`src/hdl/vimm_pkg.sv`:
```
// Shared types, constants and helpers for the vehicle immobilizer alarm controller.
`default_nettype none
package vimm_pkg;

  // Fixed field widths
  localparam int unsigned TIME_IN_WIDTH   = 32;
  localparam int unsigned CODE_WIDTH      = 8;
  localparam int unsigned ATTEMPT_WIDTH   = 4;
  localparam int unsigned CFG_DATA_WIDTH  = 32;
  localparam int unsigned CFG_INDEX_WIDTH = 3;
  localparam int unsigned TIME_WIDTH_DEF  = 32;

  // Item kinds
  typedef enum logic [1:0] {
    OP_POLL     = 2'd0,
    OP_IR_REQ   = 2'd1,
    OP_VERIFIED = 2'd2,
    OP_WRAP     = 2'd3
  } vimm_op_t;

  // Status SMS codes
  typedef enum logic [1:0] {
    STAT_NONE      = 2'd0,
    STAT_ALERT_OFF = 2'd1,
    STAT_ADV_LOCK  = 2'd2
  } vimm_status_t;

  // Configuration register indexes
  localparam logic [CFG_INDEX_WIDTH-1:0] CFG_KEY_CODE         = 3'd0;
  localparam logic [CFG_INDEX_WIDTH-1:0] CFG_ATTEMPTS_RELOAD  = 3'd1;
  localparam logic [CFG_INDEX_WIDTH-1:0] CFG_UNLOCK_COOLDOWN  = 3'd2;
  localparam logic [CFG_INDEX_WIDTH-1:0] CFG_LOCK_LED_TIME    = 3'd3;
  localparam logic [CFG_INDEX_WIDTH-1:0] CFG_UNLOCK_LED_TIME  = 3'd4;
  localparam logic [CFG_INDEX_WIDTH-1:0] CFG_IGNITION_HOLDOFF = 3'd5;
  localparam logic [CFG_INDEX_WIDTH-1:0] CFG_LOCATION_PERIOD  = 3'd6;

  // Configuration reset values
  localparam logic [CODE_WIDTH-1:0]     KEY_CODE_RST         = 8'hA2;
  localparam logic [ATTEMPT_WIDTH-1:0]  ATTEMPTS_RELOAD_RST  = 4'd2;
  localparam logic [CFG_DATA_WIDTH-1:0] UNLOCK_COOLDOWN_RST  = 32'd750000;
  localparam logic [CFG_DATA_WIDTH-1:0] LOCK_LED_TIME_RST    = 32'd750000;
  localparam logic [CFG_DATA_WIDTH-1:0] UNLOCK_LED_TIME_RST  = 32'd300000;
  localparam logic [CFG_DATA_WIDTH-1:0] IGNITION_HOLDOFF_RST = 32'd500000;
  localparam logic [CFG_DATA_WIDTH-1:0] LOCATION_PERIOD_RST  = 32'd3000000;

  typedef struct packed {
    vimm_op_t                 op;
    logic [TIME_IN_WIDTH-1:0] time_now;
    logic [CODE_WIDTH-1:0]    ir_frame_code;
    logic                     button_released;
    logic                     reply_valid;
  } vimm_in_t;

  typedef struct packed {
    logic       alarm_lamp;
    logic       engine_enable;
    logic       engine_run;
    logic       unlock_led;
    logic       sms_rx_enabled;
    logic [1:0] status_message;
    logic       send_location;
    logic       call_owner;
    logic       alert_active;
  } vimm_out_t;

  typedef struct packed {
    logic [CODE_WIDTH-1:0]     key_code;
    logic [ATTEMPT_WIDTH-1:0]  attempts_reload;
    logic [CFG_DATA_WIDTH-1:0] unlock_cooldown;
    logic [CFG_DATA_WIDTH-1:0] lock_led_time;
    logic [CFG_DATA_WIDTH-1:0] unlock_led_time;
    logic [CFG_DATA_WIDTH-1:0] ignition_holdoff;
    logic [CFG_DATA_WIDTH-1:0] location_period;
  } vimm_cfg_t;

  // Controller flags and the attempt counter
  typedef struct packed {
    logic                     unlock_pending;
    logic                     is_unlocked;
    logic                     led_lit;
    logic                     alert_mode;
    logic                     alert_acknowledged;
    logic                     tracking;
    logic                     reply_pending;
    logic                     advanced_lock;
    logic                     button_held;
    logic                     engine_on;
    logic                     alarm_pin;
    logic                     engine_enable_pin;
    logic                     rx_enabled;
    logic [ATTEMPT_WIDTH-1:0] attempts_left;
  } vimm_flags_t;

  localparam vimm_flags_t FLAGS_RST = '{
    unlock_pending:     1'b0,
    is_unlocked:        1'b0,
    led_lit:            1'b0,
    alert_mode:         1'b0,
    alert_acknowledged: 1'b0,
    tracking:           1'b0,
    reply_pending:      1'b0,
    advanced_lock:      1'b0,
    button_held:        1'b0,
    engine_on:          1'b0,
    alarm_pin:          1'b0,
    engine_enable_pin:  1'b1,
    rx_enabled:         1'b0,
    attempts_left:      4'd2
  };

  // Count down a wrong attempt, or enter alert once none are left
  function automatic vimm_flags_t wrong_attempt(vimm_flags_t f);
    vimm_flags_t r;
    r = f;
    if (f.attempts_left != '0) begin
      r.attempts_left = f.attempts_left - 4'd1;
    end else begin
      r.alert_mode = 1'b1;
    end
    return r;
  endfunction

endpackage
`default_nettype wire

```
`src/hdl/vimm_cfg.sv`:
```
// Configuration register file of the immobilizer alarm controller.
`default_nettype none
module vimm_cfg (
  input  wire logic                                    clk,
  input  wire logic                                    rst_n,
  input  wire logic                                    wr_en,
  input  wire logic [vimm_pkg::CFG_INDEX_WIDTH-1:0]    wr_index,
  input  wire logic [vimm_pkg::CFG_DATA_WIDTH-1:0]     wr_data,
  output vimm_pkg::vimm_cfg_t                          cfg
);

  vimm_pkg::vimm_cfg_t cfg_r;
  vimm_pkg::vimm_cfg_t cfg_nxt;

  // Decode the write index; unknown indexes are dropped
  always_comb begin
    cfg_nxt = cfg_r;
    if (wr_en) begin
      unique case (wr_index)
        vimm_pkg::CFG_KEY_CODE:
          cfg_nxt.key_code = wr_data[vimm_pkg::CODE_WIDTH-1:0];
        vimm_pkg::CFG_ATTEMPTS_RELOAD:
          cfg_nxt.attempts_reload = wr_data[vimm_pkg::ATTEMPT_WIDTH-1:0];
        vimm_pkg::CFG_UNLOCK_COOLDOWN:  cfg_nxt.unlock_cooldown  = wr_data;
        vimm_pkg::CFG_LOCK_LED_TIME:    cfg_nxt.lock_led_time    = wr_data;
        vimm_pkg::CFG_UNLOCK_LED_TIME:  cfg_nxt.unlock_led_time  = wr_data;
        vimm_pkg::CFG_IGNITION_HOLDOFF: cfg_nxt.ignition_holdoff = wr_data;
        vimm_pkg::CFG_LOCATION_PERIOD:  cfg_nxt.location_period  = wr_data;
        default: ;
      endcase
    end
  end

  // Hold the registers, load reset values
  always_ff @(posedge clk) begin
    if (!rst_n) begin
      cfg_r.key_code         <= vimm_pkg::KEY_CODE_RST;
      cfg_r.attempts_reload  <= vimm_pkg::ATTEMPTS_RELOAD_RST;
      cfg_r.unlock_cooldown  <= vimm_pkg::UNLOCK_COOLDOWN_RST;
      cfg_r.lock_led_time    <= vimm_pkg::LOCK_LED_TIME_RST;
      cfg_r.unlock_led_time  <= vimm_pkg::UNLOCK_LED_TIME_RST;
      cfg_r.ignition_holdoff <= vimm_pkg::IGNITION_HOLDOFF_RST;
      cfg_r.location_period  <= vimm_pkg::LOCATION_PERIOD_RST;
    end else begin
      cfg_r <= cfg_nxt;
    end
  end

  assign cfg = cfg_r;

endmodule
`default_nettype wire

```
`src/hdl/vimm_step.sv`:
```
// Per-transaction next-state and result logic of the immobilizer alarm controller.
`default_nettype none
module vimm_step #(
  parameter int unsigned TIME_WIDTH = vimm_pkg::TIME_WIDTH_DEF
) (
  input  wire vimm_pkg::vimm_cfg_t     cfg,
  input  wire vimm_pkg::vimm_in_t      item,
  input  wire vimm_pkg::vimm_flags_t   flags_cur,
  input  wire logic [TIME_WIDTH-1:0]   unlock_dl_cur,
  input  wire logic [TIME_WIDTH-1:0]   ignition_dl_cur,
  input  wire logic [TIME_WIDTH-1:0]   led_dl_cur,
  input  wire logic [TIME_WIDTH-1:0]   location_dl_cur,
  output vimm_pkg::vimm_flags_t        flags_nxt,
  output logic [TIME_WIDTH-1:0]        unlock_dl_nxt,
  output logic [TIME_WIDTH-1:0]        ignition_dl_nxt,
  output logic [TIME_WIDTH-1:0]        led_dl_nxt,
  output logic [TIME_WIDTH-1:0]        location_dl_nxt,
  output vimm_pkg::vimm_out_t          result
);

  logic [TIME_WIDTH-1:0] t_now;
  logic [TIME_WIDTH-1:0] cool_t, lock_led_t, unlock_led_t, holdoff_t, loc_per_t;
  logic                  key_hit;
  vimm_pkg::vimm_flags_t f;
  vimm_pkg::vimm_status_t status;
  logic                  loc, call;

  // Bring time and intervals to the deadline width
  assign t_now        = TIME_WIDTH'(item.time_now);
  assign cool_t       = TIME_WIDTH'(cfg.unlock_cooldown);
  assign lock_led_t   = TIME_WIDTH'(cfg.lock_led_time);
  assign unlock_led_t = TIME_WIDTH'(cfg.unlock_led_time);
  assign holdoff_t    = TIME_WIDTH'(cfg.ignition_holdoff);
  assign loc_per_t    = TIME_WIDTH'(cfg.location_period);
  assign key_hit      = (item.ir_frame_code == cfg.key_code);

  // Apply one transaction in handling order
  always_comb begin
    f               = flags_cur;
    unlock_dl_nxt   = unlock_dl_cur;
    ignition_dl_nxt = ignition_dl_cur;
    led_dl_nxt      = led_dl_cur;
    location_dl_nxt = location_dl_cur;
    status          = vimm_pkg::STAT_NONE;
    loc             = 1'b0;
    call            = 1'b0;
    unique case (item.op)
      vimm_pkg::OP_IR_REQ: begin
        if (!f.alert_mode && !f.engine_on) f.unlock_pending = 1'b1;
      end
      vimm_pkg::OP_VERIFIED: begin
        if (f.alert_mode) f.reply_pending = 1'b1;
      end
      vimm_pkg::OP_WRAP: begin
        unlock_dl_nxt   = '0;
        ignition_dl_nxt = '0;
        led_dl_nxt      = '0;
        location_dl_nxt = '0;
      end
      vimm_pkg::OP_POLL: begin
        // Owner reply
        if (f.reply_pending) begin
          if (item.reply_valid) begin
            f.rx_enabled         = 1'b0;
            f.alert_acknowledged = 1'b0;
            f.alert_mode         = 1'b0;
            f.tracking           = 1'b0;
            f.advanced_lock      = 1'b0;
            f.alarm_pin          = 1'b0;
            f.engine_enable_pin  = 1'b1;
            f.attempts_left      = cfg.attempts_reload;
            status               = vimm_pkg::STAT_ALERT_OFF;
          end else if (!f.advanced_lock) begin
            f.engine_enable_pin = 1'b0;
            f.advanced_lock     = 1'b1;
            status              = vimm_pkg::STAT_ADV_LOCK;
          end
          f.reply_pending = 1'b0;
        end
        // LED timeout
        if (f.led_lit && t_now >= led_dl_nxt) begin
          f.led_lit  = 1'b0;
          led_dl_nxt = '0;
        end
        // IR lock or unlock
        if (f.unlock_pending && t_now >= unlock_dl_nxt) begin
          if (f.is_unlocked) begin
            if (key_hit) begin
              f.is_unlocked = 1'b0;
              led_dl_nxt    = t_now + lock_led_t;
              f.led_lit     = 1'b1;
            end
          end else if (key_hit) begin
            f.attempts_left = cfg.attempts_reload;
            f.is_unlocked   = 1'b1;
            led_dl_nxt      = t_now + unlock_led_t;
            f.led_lit       = 1'b1;
          end else begin
            f = vimm_pkg::wrong_attempt(f);
          end
          unlock_dl_nxt = t_now + cool_t;
        end
        f.unlock_pending = 1'b0;
        // Ignition button
        if (f.button_held && item.button_released) begin
          f.button_held   = 1'b0;
          ignition_dl_nxt = t_now + holdoff_t;
        end else if (!item.button_released && !f.alert_mode && !f.button_held &&
                     t_now >= ignition_dl_nxt) begin
          if (f.is_unlocked) begin
            f.engine_on = !f.engine_on;
          end else begin
            f = vimm_pkg::wrong_attempt(f);
          end
          f.button_held = 1'b1;
        end
        // Location report
        if (f.tracking && t_now >= location_dl_nxt) begin
          loc             = 1'b1;
          location_dl_nxt = t_now + loc_per_t;
        end
        // Alert entry
        if (f.alert_mode && !f.alert_acknowledged) begin
          f.alarm_pin          = 1'b1;
          f.rx_enabled         = 1'b1;
          call                 = 1'b1;
          f.alert_acknowledged = 1'b1;
          f.tracking           = 1'b1;
          location_dl_nxt      = t_now + loc_per_t;
        end
      end
      default: ;
    endcase
  end

  // Drive the result from the updated state
  assign flags_nxt              = f;
  assign result.alarm_lamp      = f.alarm_pin;
  assign result.engine_enable   = f.engine_enable_pin;
  assign result.engine_run      = f.engine_on;
  assign result.unlock_led      = f.led_lit;
  assign result.sms_rx_enabled  = f.rx_enabled;
  assign result.status_message  = status;
  assign result.send_location   = loc;
  assign result.call_owner      = call;
  assign result.alert_active    = f.alert_mode;

endmodule
`default_nettype wire

```
`src/hdl/vehicle_immobilizer_alarm_fsm_top.sv`:
```
// Top level of the vehicle immobilizer and alarm controller.
//
// Input channel in_valid/in_ready/in_data carries one transaction per item:
// a poll, an IR unlock request, an owner-verified event or a timer wrap.
// Output channel out_valid/out_ready/out_data returns exactly one result per
// item, in order, with pin levels and the SMS/call commands it raised.
// Configuration channel cfg_valid/cfg_ready/cfg_index/cfg_data writes one
// register per transaction; cfg_ready is always high. Write it only while
// no item is in flight.
// An accepted item waits in the input register, passes through the step
// logic and moves into the result register once that register is free.
// Throughput: one item per cycle unless the receiver stalls, set by the
// single step-logic pass between the input and result registers.
// Reset (rst_n low, synchronous): both stages empty, state flags cleared,
// engine enable high, attempt counter 2, deadlines 0, registers at defaults.
// When the receiver stalls, the result register holds and the input
// register still takes one more item; in_ready drops only when both are full.
`default_nettype none
module vehicle_immobilizer_alarm_fsm_top #(
  parameter int unsigned TIME_WIDTH = vimm_pkg::TIME_WIDTH_DEF
) (
  input  wire logic                                 clk,
  input  wire logic                                 rst_n,
  input  wire logic                                 in_valid,
  output logic                                      in_ready,
  input  wire vimm_pkg::vimm_in_t                   in_data,
  output logic                                      out_valid,
  input  wire logic                                 out_ready,
  output vimm_pkg::vimm_out_t                       out_data,
  input  wire logic                                 cfg_valid,
  output logic                                      cfg_ready,
  input  wire logic [vimm_pkg::CFG_INDEX_WIDTH-1:0] cfg_index,
  input  wire logic [vimm_pkg::CFG_DATA_WIDTH-1:0]  cfg_data
);

  vimm_pkg::vimm_cfg_t   cfg;
  vimm_pkg::vimm_in_t    in_data_r;
  logic                  in_valid_r, in_valid_nxt;
  vimm_pkg::vimm_out_t   out_data_r, result;
  logic                  out_valid_r, out_valid_nxt;
  vimm_pkg::vimm_flags_t flags_r, flags_nxt;
  logic [TIME_WIDTH-1:0] unlock_dl_r, unlock_dl_nxt;
  logic [TIME_WIDTH-1:0] ignition_dl_r, ignition_dl_nxt;
  logic [TIME_WIDTH-1:0] led_dl_r, led_dl_nxt;
  logic [TIME_WIDTH-1:0] location_dl_r, location_dl_nxt;
  logic                  in_fire, advance;

  assign cfg_ready = 1'b1;

  vimm_cfg u_cfg (
    .clk      (clk),
    .rst_n    (rst_n),
    .wr_en    (cfg_valid),
    .wr_index (cfg_index),
    .wr_data  (cfg_data),
    .cfg      (cfg)
  );

  vimm_step #(
    .TIME_WIDTH (TIME_WIDTH)
  ) u_step (
    .cfg             (cfg),
    .item            (in_data_r),
    .flags_cur       (flags_r),
    .unlock_dl_cur   (unlock_dl_r),
    .ignition_dl_cur (ignition_dl_r),
    .led_dl_cur      (led_dl_r),
    .location_dl_cur (location_dl_r),
    .flags_nxt       (flags_nxt),
    .unlock_dl_nxt   (unlock_dl_nxt),
    .ignition_dl_nxt (ignition_dl_nxt),
    .led_dl_nxt      (led_dl_nxt),
    .location_dl_nxt (location_dl_nxt),
    .result          (result)
  );

  // Advance the held item into the result register when that is free
  assign advance  = in_valid_r && (!out_valid_r || out_ready);
  assign in_ready = !in_valid_r || advance;
  assign in_fire  = in_valid && in_ready;

  always_comb begin
    in_valid_nxt = in_valid_r;
    if (in_fire) begin
      in_valid_nxt = 1'b1;
    end else if (advance) begin
      in_valid_nxt = 1'b0;
    end
    out_valid_nxt = out_valid_r;
    if (advance) begin
      out_valid_nxt = 1'b1;
    end else if (out_ready) begin
      out_valid_nxt = 1'b0;
    end
  end

  // Hold control state
  always_ff @(posedge clk) begin
    if (!rst_n) begin
      in_valid_r    <= 1'b0;
      out_valid_r   <= 1'b0;
      flags_r       <= vimm_pkg::FLAGS_RST;
      unlock_dl_r   <= '0;
      ignition_dl_r <= '0;
      led_dl_r      <= '0;
      location_dl_r <= '0;
    end else begin
      in_valid_r  <= in_valid_nxt;
      out_valid_r <= out_valid_nxt;
      if (advance) begin
        flags_r       <= flags_nxt;
        unlock_dl_r   <= unlock_dl_nxt;
        ignition_dl_r <= ignition_dl_nxt;
        led_dl_r      <= led_dl_nxt;
        location_dl_r <= location_dl_nxt;
      end
    end
  end

  // Capture payloads
  always_ff @(posedge clk) begin
    if (in_fire) begin
      in_data_r <= in_data;
    end
    if (advance) begin
      out_data_r <= result;
    end
  end

  assign out_valid = out_valid_r;
  assign out_data  = out_data_r;

  // Engine enable is low exactly while advanced lock holds
  a_adv_lock: assert property (@(posedge clk) disable iff (!rst_n)
    flags_r.engine_enable_pin == !flags_r.advanced_lock)
    else $error("engine enable out of step with advanced lock");

  // Alarm lamp and acknowledgment only within alert mode
  a_alarm_in_alert: assert property (@(posedge clk) disable iff (!rst_n)
    (flags_r.alarm_pin || flags_r.alert_acknowledged) |-> flags_r.alert_mode)
    else $error("alarm state outside alert mode");

  // A call to the owner is only placed when alert mode is reported
  a_call_alert: assert property (@(posedge clk) disable iff (!rst_n)
    (out_valid && out_data.call_owner) |-> out_data.alert_active)
    else $error("call raised without alert mode");

  // A stalled result with a held item blocks new input
  a_backpressure: assert property (@(posedge clk) disable iff (!rst_n)
    (in_valid_r && out_valid_r && !out_ready) |-> !in_ready)
    else $error("input accepted with both stages full");

endmodule
`default_nettype wire
```
`config.mk`:
```
export PLATFORM = sky130hd
export DESIGN_NAME = vehicle_immobilizer_alarm_fsm_top
export DESIGN_NICKNAME = d
export VERILOG_FILES = /design/src/hdl/vimm_pkg.sv /design/src/hdl/vimm_cfg.sv /design/src/hdl/vimm_step.sv /design/src/hdl/vehicle_immobilizer_alarm_fsm_top.sv
export SDC_FILE = /design/constraint.sdc
export NUM_CORES = 1
export LEC_CHECK = 0
export BUFFER_PORTS_ARGS = -buffer_cell sky130_fd_sc_hd__buf_2
export CORE_MARGIN = 2
export CORE_UTILIZATION = 53
export DETAILED_ROUTE_END_ITERATION = 10
export HOLD_SLACK_MARGIN = 0.08
export MAX_ROUTING_LAYER = met4
export PLACE_DENSITY = 0.76
export SLEW_MARGIN = 10
export SYNTH_ARGS = -nofsm -noshare
export SYNTH_HDL_FRONTEND = slang
export SYNTH_SLANG_ARGS = --single-unit
```
`constraint.sdc`:
```
create_clock -name clk -period 6.6 [get_ports clk]
set_input_delay 0.33 -clock clk [delete_from_list [all_inputs] [get_ports clk]]
set_output_delay 0.33 -clock clk [all_outputs]
set_load 0.01 [all_outputs]
```
==> results <==
- The critical path ends at location_dl_r[31].
- The biggest area consumer among synthesized cells is dfxtp_1.
- The count of yosys warnings during synthesis is 0.
- The average size of a mapped cell is 8.08 µm².
- In this run, the number of DRC markers left after iteration 0 of detailed routing was 2,202.
- TritonCTS built the clock tree.
- The relative contribution of combinational cells to total power is 0.164.
- Across the VDD grid, the largest voltage drop is 0.196 mV.
- The critical register-to-register path startpoint is in_data_r[39].
- After detailed routing, the number of remaining DRC violations is 0.
- After synthesis, the largest family of logic cells by area is compound AO/OA/AOI/OAI gates.
- The first detailed-routing pass took 8 iterations.
- The congestion estimate from routability-driven global placement came to 0.984.
- At the later pin of the worst-skew pair, clock insertion delay measures 0.59 ns.
- The run finished with clean final reports.
- The part of the total power dissipated in sequential elements is 0.417.
- The post-layout utilization of the core is 0.603.
- The gate count of the mapped netlist is 2,996.
- The sum of overflow across all layers after global routing is 0.
- The core region is 0.0453 mm².
- No sink is reached through more buffers than the 3 on the longest clock path.
- Summing all multi-input logic gate instances after layout gives 0.0152 mm².
- The initial antenna violation count came to 7.
- The area of the die is 0.0474 mm².
- The post-synthesis async set-or-reset flop share is 0.
- The stage delay of the slowest cell on the critical path is 0.93 ns.
- The routed via count is 23,200.
- Setup repair after global routing left no endpoint under its margin.
- The synthesized net count is 3,374.
- Entering global routing, the biggest net connects 90 pins.
- The number of global-route vias before repair is 22,500.
- The number of antenna-violating nets in the routed design is 0.
- Clock-pin slew was measured on the worst setup and hold paths at 0.06 ns.
- The tool flagged a number of max-cap violations equal to 0.
- The kind of capture point of the worst setup path is a flip-flop.
- In this run the number of cells on the critical path is 15.
- The fraction of the mapped netlist area in compound gates is 0.221.
- The top-level port count is 97.
- The post-synthesis instance area is 0.0242 mm².
- The total clock buffers created by CTS is 44.
- The final instance count without filler cells is 3,756.
- The maximum achievable frequency is 189 MHz.
- In the synthesized netlist the dominant register cell turns out to be dfxtp_1.
- In this run the worst hold path is classified as in2reg.
- The worst path buffer plus inverter count is 0.
- The sequential fraction of the synthesis area is 0.331.
- The initial utilization of the core area, before any placement, comes to 0.535.
- Setup total negative slack on the finished layout was measured at 0 ns.
- The sort of element at the start of the critical path is a flip-flop.
- In the post-synthesis netlist, the biggest area contributors are dfxtp_1, ha_1, nand2_1, a21oi_1, edfxtp_1.
- The quantity of I/O buffers inserted on ports is 95.
- Setup violations remaining at the end of the flow were counted as 0.
- For the final database, setup skew stands at 0.0168 ns.
- The first global-routing pass estimated 126 mm of wire.
- The H-tree was split into 2 levels.
- The number of setup buffers added after CTS is 0.
- The net count of the finished layout is 3,495.
- Setup slack on the worst reg-to-reg path comes out at 1.31 ns.
- The total clock sinks is 373.
- The most critical setup path has its startpoint at in_data_r[39].
- The total routing usage reported by global routing is 0.355.
- The wire length per cell is 22.1 µm.
- The die is 218 µm tall.
- The switching power of the nets is 0.00168 W.
- At the pin with the least slew margin, the transition time is 1.16 ns.
- In this run the core area contains 78 standard-cell rows.
- After synthesis, the share of cell area in mux cells is 0.00780.
- Along the worst path, the maximum fanout reaches 61.
- Of the total power, the clock network draws 0.419.
- After synthesis, the netlist uses 85 different library cells.
- The total length of routed wires is 82.8 mm.
- The register bit count reported by yosys is 373.
- The internal power of the cells totals 0.00415 W.
- The share of synthesized area in the top cell type comes to 0.264.
- The cell with the biggest individual delay on the critical path is o21a_2.
- In this run the tightest slew margin relative to its limit is 0.228.
- The depth of the worst register-to-register path is 15.
- Of the total synthesized cell area, the portion taken by full adders, half adders and majority gates is 0.153.
- The data required time at the worst endpoint is 7.09 ns.
- The layout has 4,113 filler cells.
- The final number of max-transition violations is 0.
- The worst register-to-register path ends at location_dl_r[31].
- Compared with the post-synthesis result, the final layout area differs by 12.7%.
- The xor-xnor portion of the synthesized cell area is 0.0532.
- Once detailed placement completed, the half-perimeter wirelength came to 60.1 mm.
- The cell type group with the largest total delay on the critical path is compound AO/OA/AOI/OAI gates.
- Walking the worst path, the cells encountered are ha_1 -> nand4_1 -> nor3_1 -> nand2_1 -> a311oi_1 -> a31o_1 -> a21oi_1 -> a21oi_1 -> ha_1 -> o2111ai_1 -> mux2_4 -> nor4_2 -> o21a_2 -> nand3_2 -> o32ai_2.
- The share of post-route cells with drive strength above 1 is 0.0692.
- The period utilization is 0.801.
- Gates resized during post-CTS repair numbered 0.
- The cell at the root of the clock tree is clkbuf_16.
- The number of synthesized flops with an enable pin is 54.
- The post-route minimum period is 5.29 ns.
- The total placed cells including tap cells is 3,601.
- The final number of hold-violating endpoints is 0.
- The leakage power is 11.1 nW.
- The critical path start-end classification is reg2reg.
- Dividing total power by cell area gives a power density of 213 mW/mm².
- The simple-gate share of the synthesized area is 0.189.
- The worst path arrival time is 5.78 ns.
- The switching share of total power is 0.289.
- The die width is 218 µm.
- The flip-flop and latch area is 0.00801 mm².
- The post-detailed-route via-to-cell ratio is 6.19.
==> state kept, by name (all words and copies together) (netlist names) <==
register,count
ignition_dl_r,32
in_data_r,44
led_dl_r,32
out_valid,1
u_cfg.cfg,172
in_valid_r,1
location_dl_r,32
unlock_dl_r,32
flags_r,17
out_data,10
==> cell usage in the layout, fill, tap and decap left out, types with 70 or more instances in the layout <==
cell type and n:
nand2_1 515, a21oi_1 352, dfxtp_1 319, ha_1 288, inv_1 165, nor2_1 159, o21ai_0 144, nand3_1 124
a21o_1 104, buf_2 95, xnor2_1 86, dlygate4sd3_1 70
==> synth_stat cells (all sizes together), types with 7 or more instances <==
master,instances
o211ai,22
nand2b,50
mux2i,14
nor3,37
xor2,61
a31oi,23
a21oi,352
o21a,16
clkbuf,94
a22oi,31
nor2,162
ha,289
a21o,104
and2,16
edfxtp,54
or3,15
and4,10
buf,18
dfxtp,319
a211oi,29
and3,21
nand4,25
a21boi,7
a211o,8
nand2,516
inv,166
a221oi,8
o21bai,20
o21ai,148
o31ai,14
xnor2,86
nor2b,19
nand3,126
==> worst register-to-register path, cell delays in order (launching register included) <==
cell and delay, ns:
edfxtp_1 0.57, ha_1 0.40, nand4_1 0.14, nor3_1 0.29
nand2_1 0.14, a311oi_1 0.46, a31o_1 0.42, a21oi_1 0.13
a21oi_1 0.23, ha_1 0.29, o2111ai_1 0.14, mux2_4 0.30
nor4_2 0.27, o21a_2 0.93, nand3_2 0.18, o32ai_2 0.28
==> cells by family (layout without fill, tap and decap cells) <==
kind of cell,count (synthesis),in the layout
AOI/OAI and AO/OA,863,863
muxes,18,18
and+or+nand+nor,1022,1022
other,1,6
DFF,373,373
adders and majority gates,294,294
buffers and inverters,278,433
xor gates and xnor gates,147,147
==> per-stage QoR <==
stage               setup WS [ns]  power [W]  cell area (µm²)  hold slack [ns]
floorplan                    2.78    0.00308            24200            0.425
global placement             1.73    0.00334            25200            0.436
detailed placement           1.45    0.00337            25200            0.443
CTS                          1.43    0.00582            27300           0.0870
global route                 1.06    0.00602            27300           0.0947
finish                       1.31    0.00583            27300           0.0978
==> per-layer routing <==
metal	up-vias	global-route usage	routed length, µm
met2	1035	0.571	37700
met1	11000	0.432	33700
met3	281	0.0403	6260
met4	0	0.203	5220
li1	10900	-	-
met5	-	-	0
==> power by group through the flow <==
stage	Sequential, W	Combinational (W)	Clock, W
6_report	0.00243	0.000954	0.00244
4_1_cts	0.00243	0.000931	0.00246
3_5_place_dp	0.00248	0.000889	0
5_1_grt	0.00244	0.00104	0.00255
2_1_floorplan	0.00245	0.000631	0
3_3_place_gp	0.00248	0.000866	0
==> layout make-up <==
type,instances,share of cell area
Multi-Input combinational cell,2345,0.555
Timing Repair Buffer,187,0.0491
Inverter,166,0.0230
Clock inverter,15,0.00481
Sequential cell,373,0.293
Clock buffer,65,0.0466
Antenna cell,5,0.000458
Tap cell,600,0.0275
==> worst min path at each step <==
stage	slack, ns	cells after the start	endpoint	from
6_report	0.1	3	u_cfg.cfg[51]	cfg_data[19]
5_1_grt	0.09	3	u_cfg.cfg[83]	cfg_data[19]
4_1_cts	0.09	3	u_cfg.cfg[51]	cfg_data[19]
3_5_place_dp	0.44	2	ignition_dl_r[25]	ignition_dl_r[25]
3_3_place_gp	0.44	2	unlock_dl_r[24]	unlock_dl_r[24]
2_1_floorplan	0.43	2	ignition_dl_r[11]	ignition_dl_r[11]
==> timing repair <==
item / 4_1_cts / 5_1_grt
endpoints found under the setup margin: 0 / 0
endpoints found under the hold margin: 137 / 0
hold buffers: 70 / 0
Power figures use the tool's default switching activity.
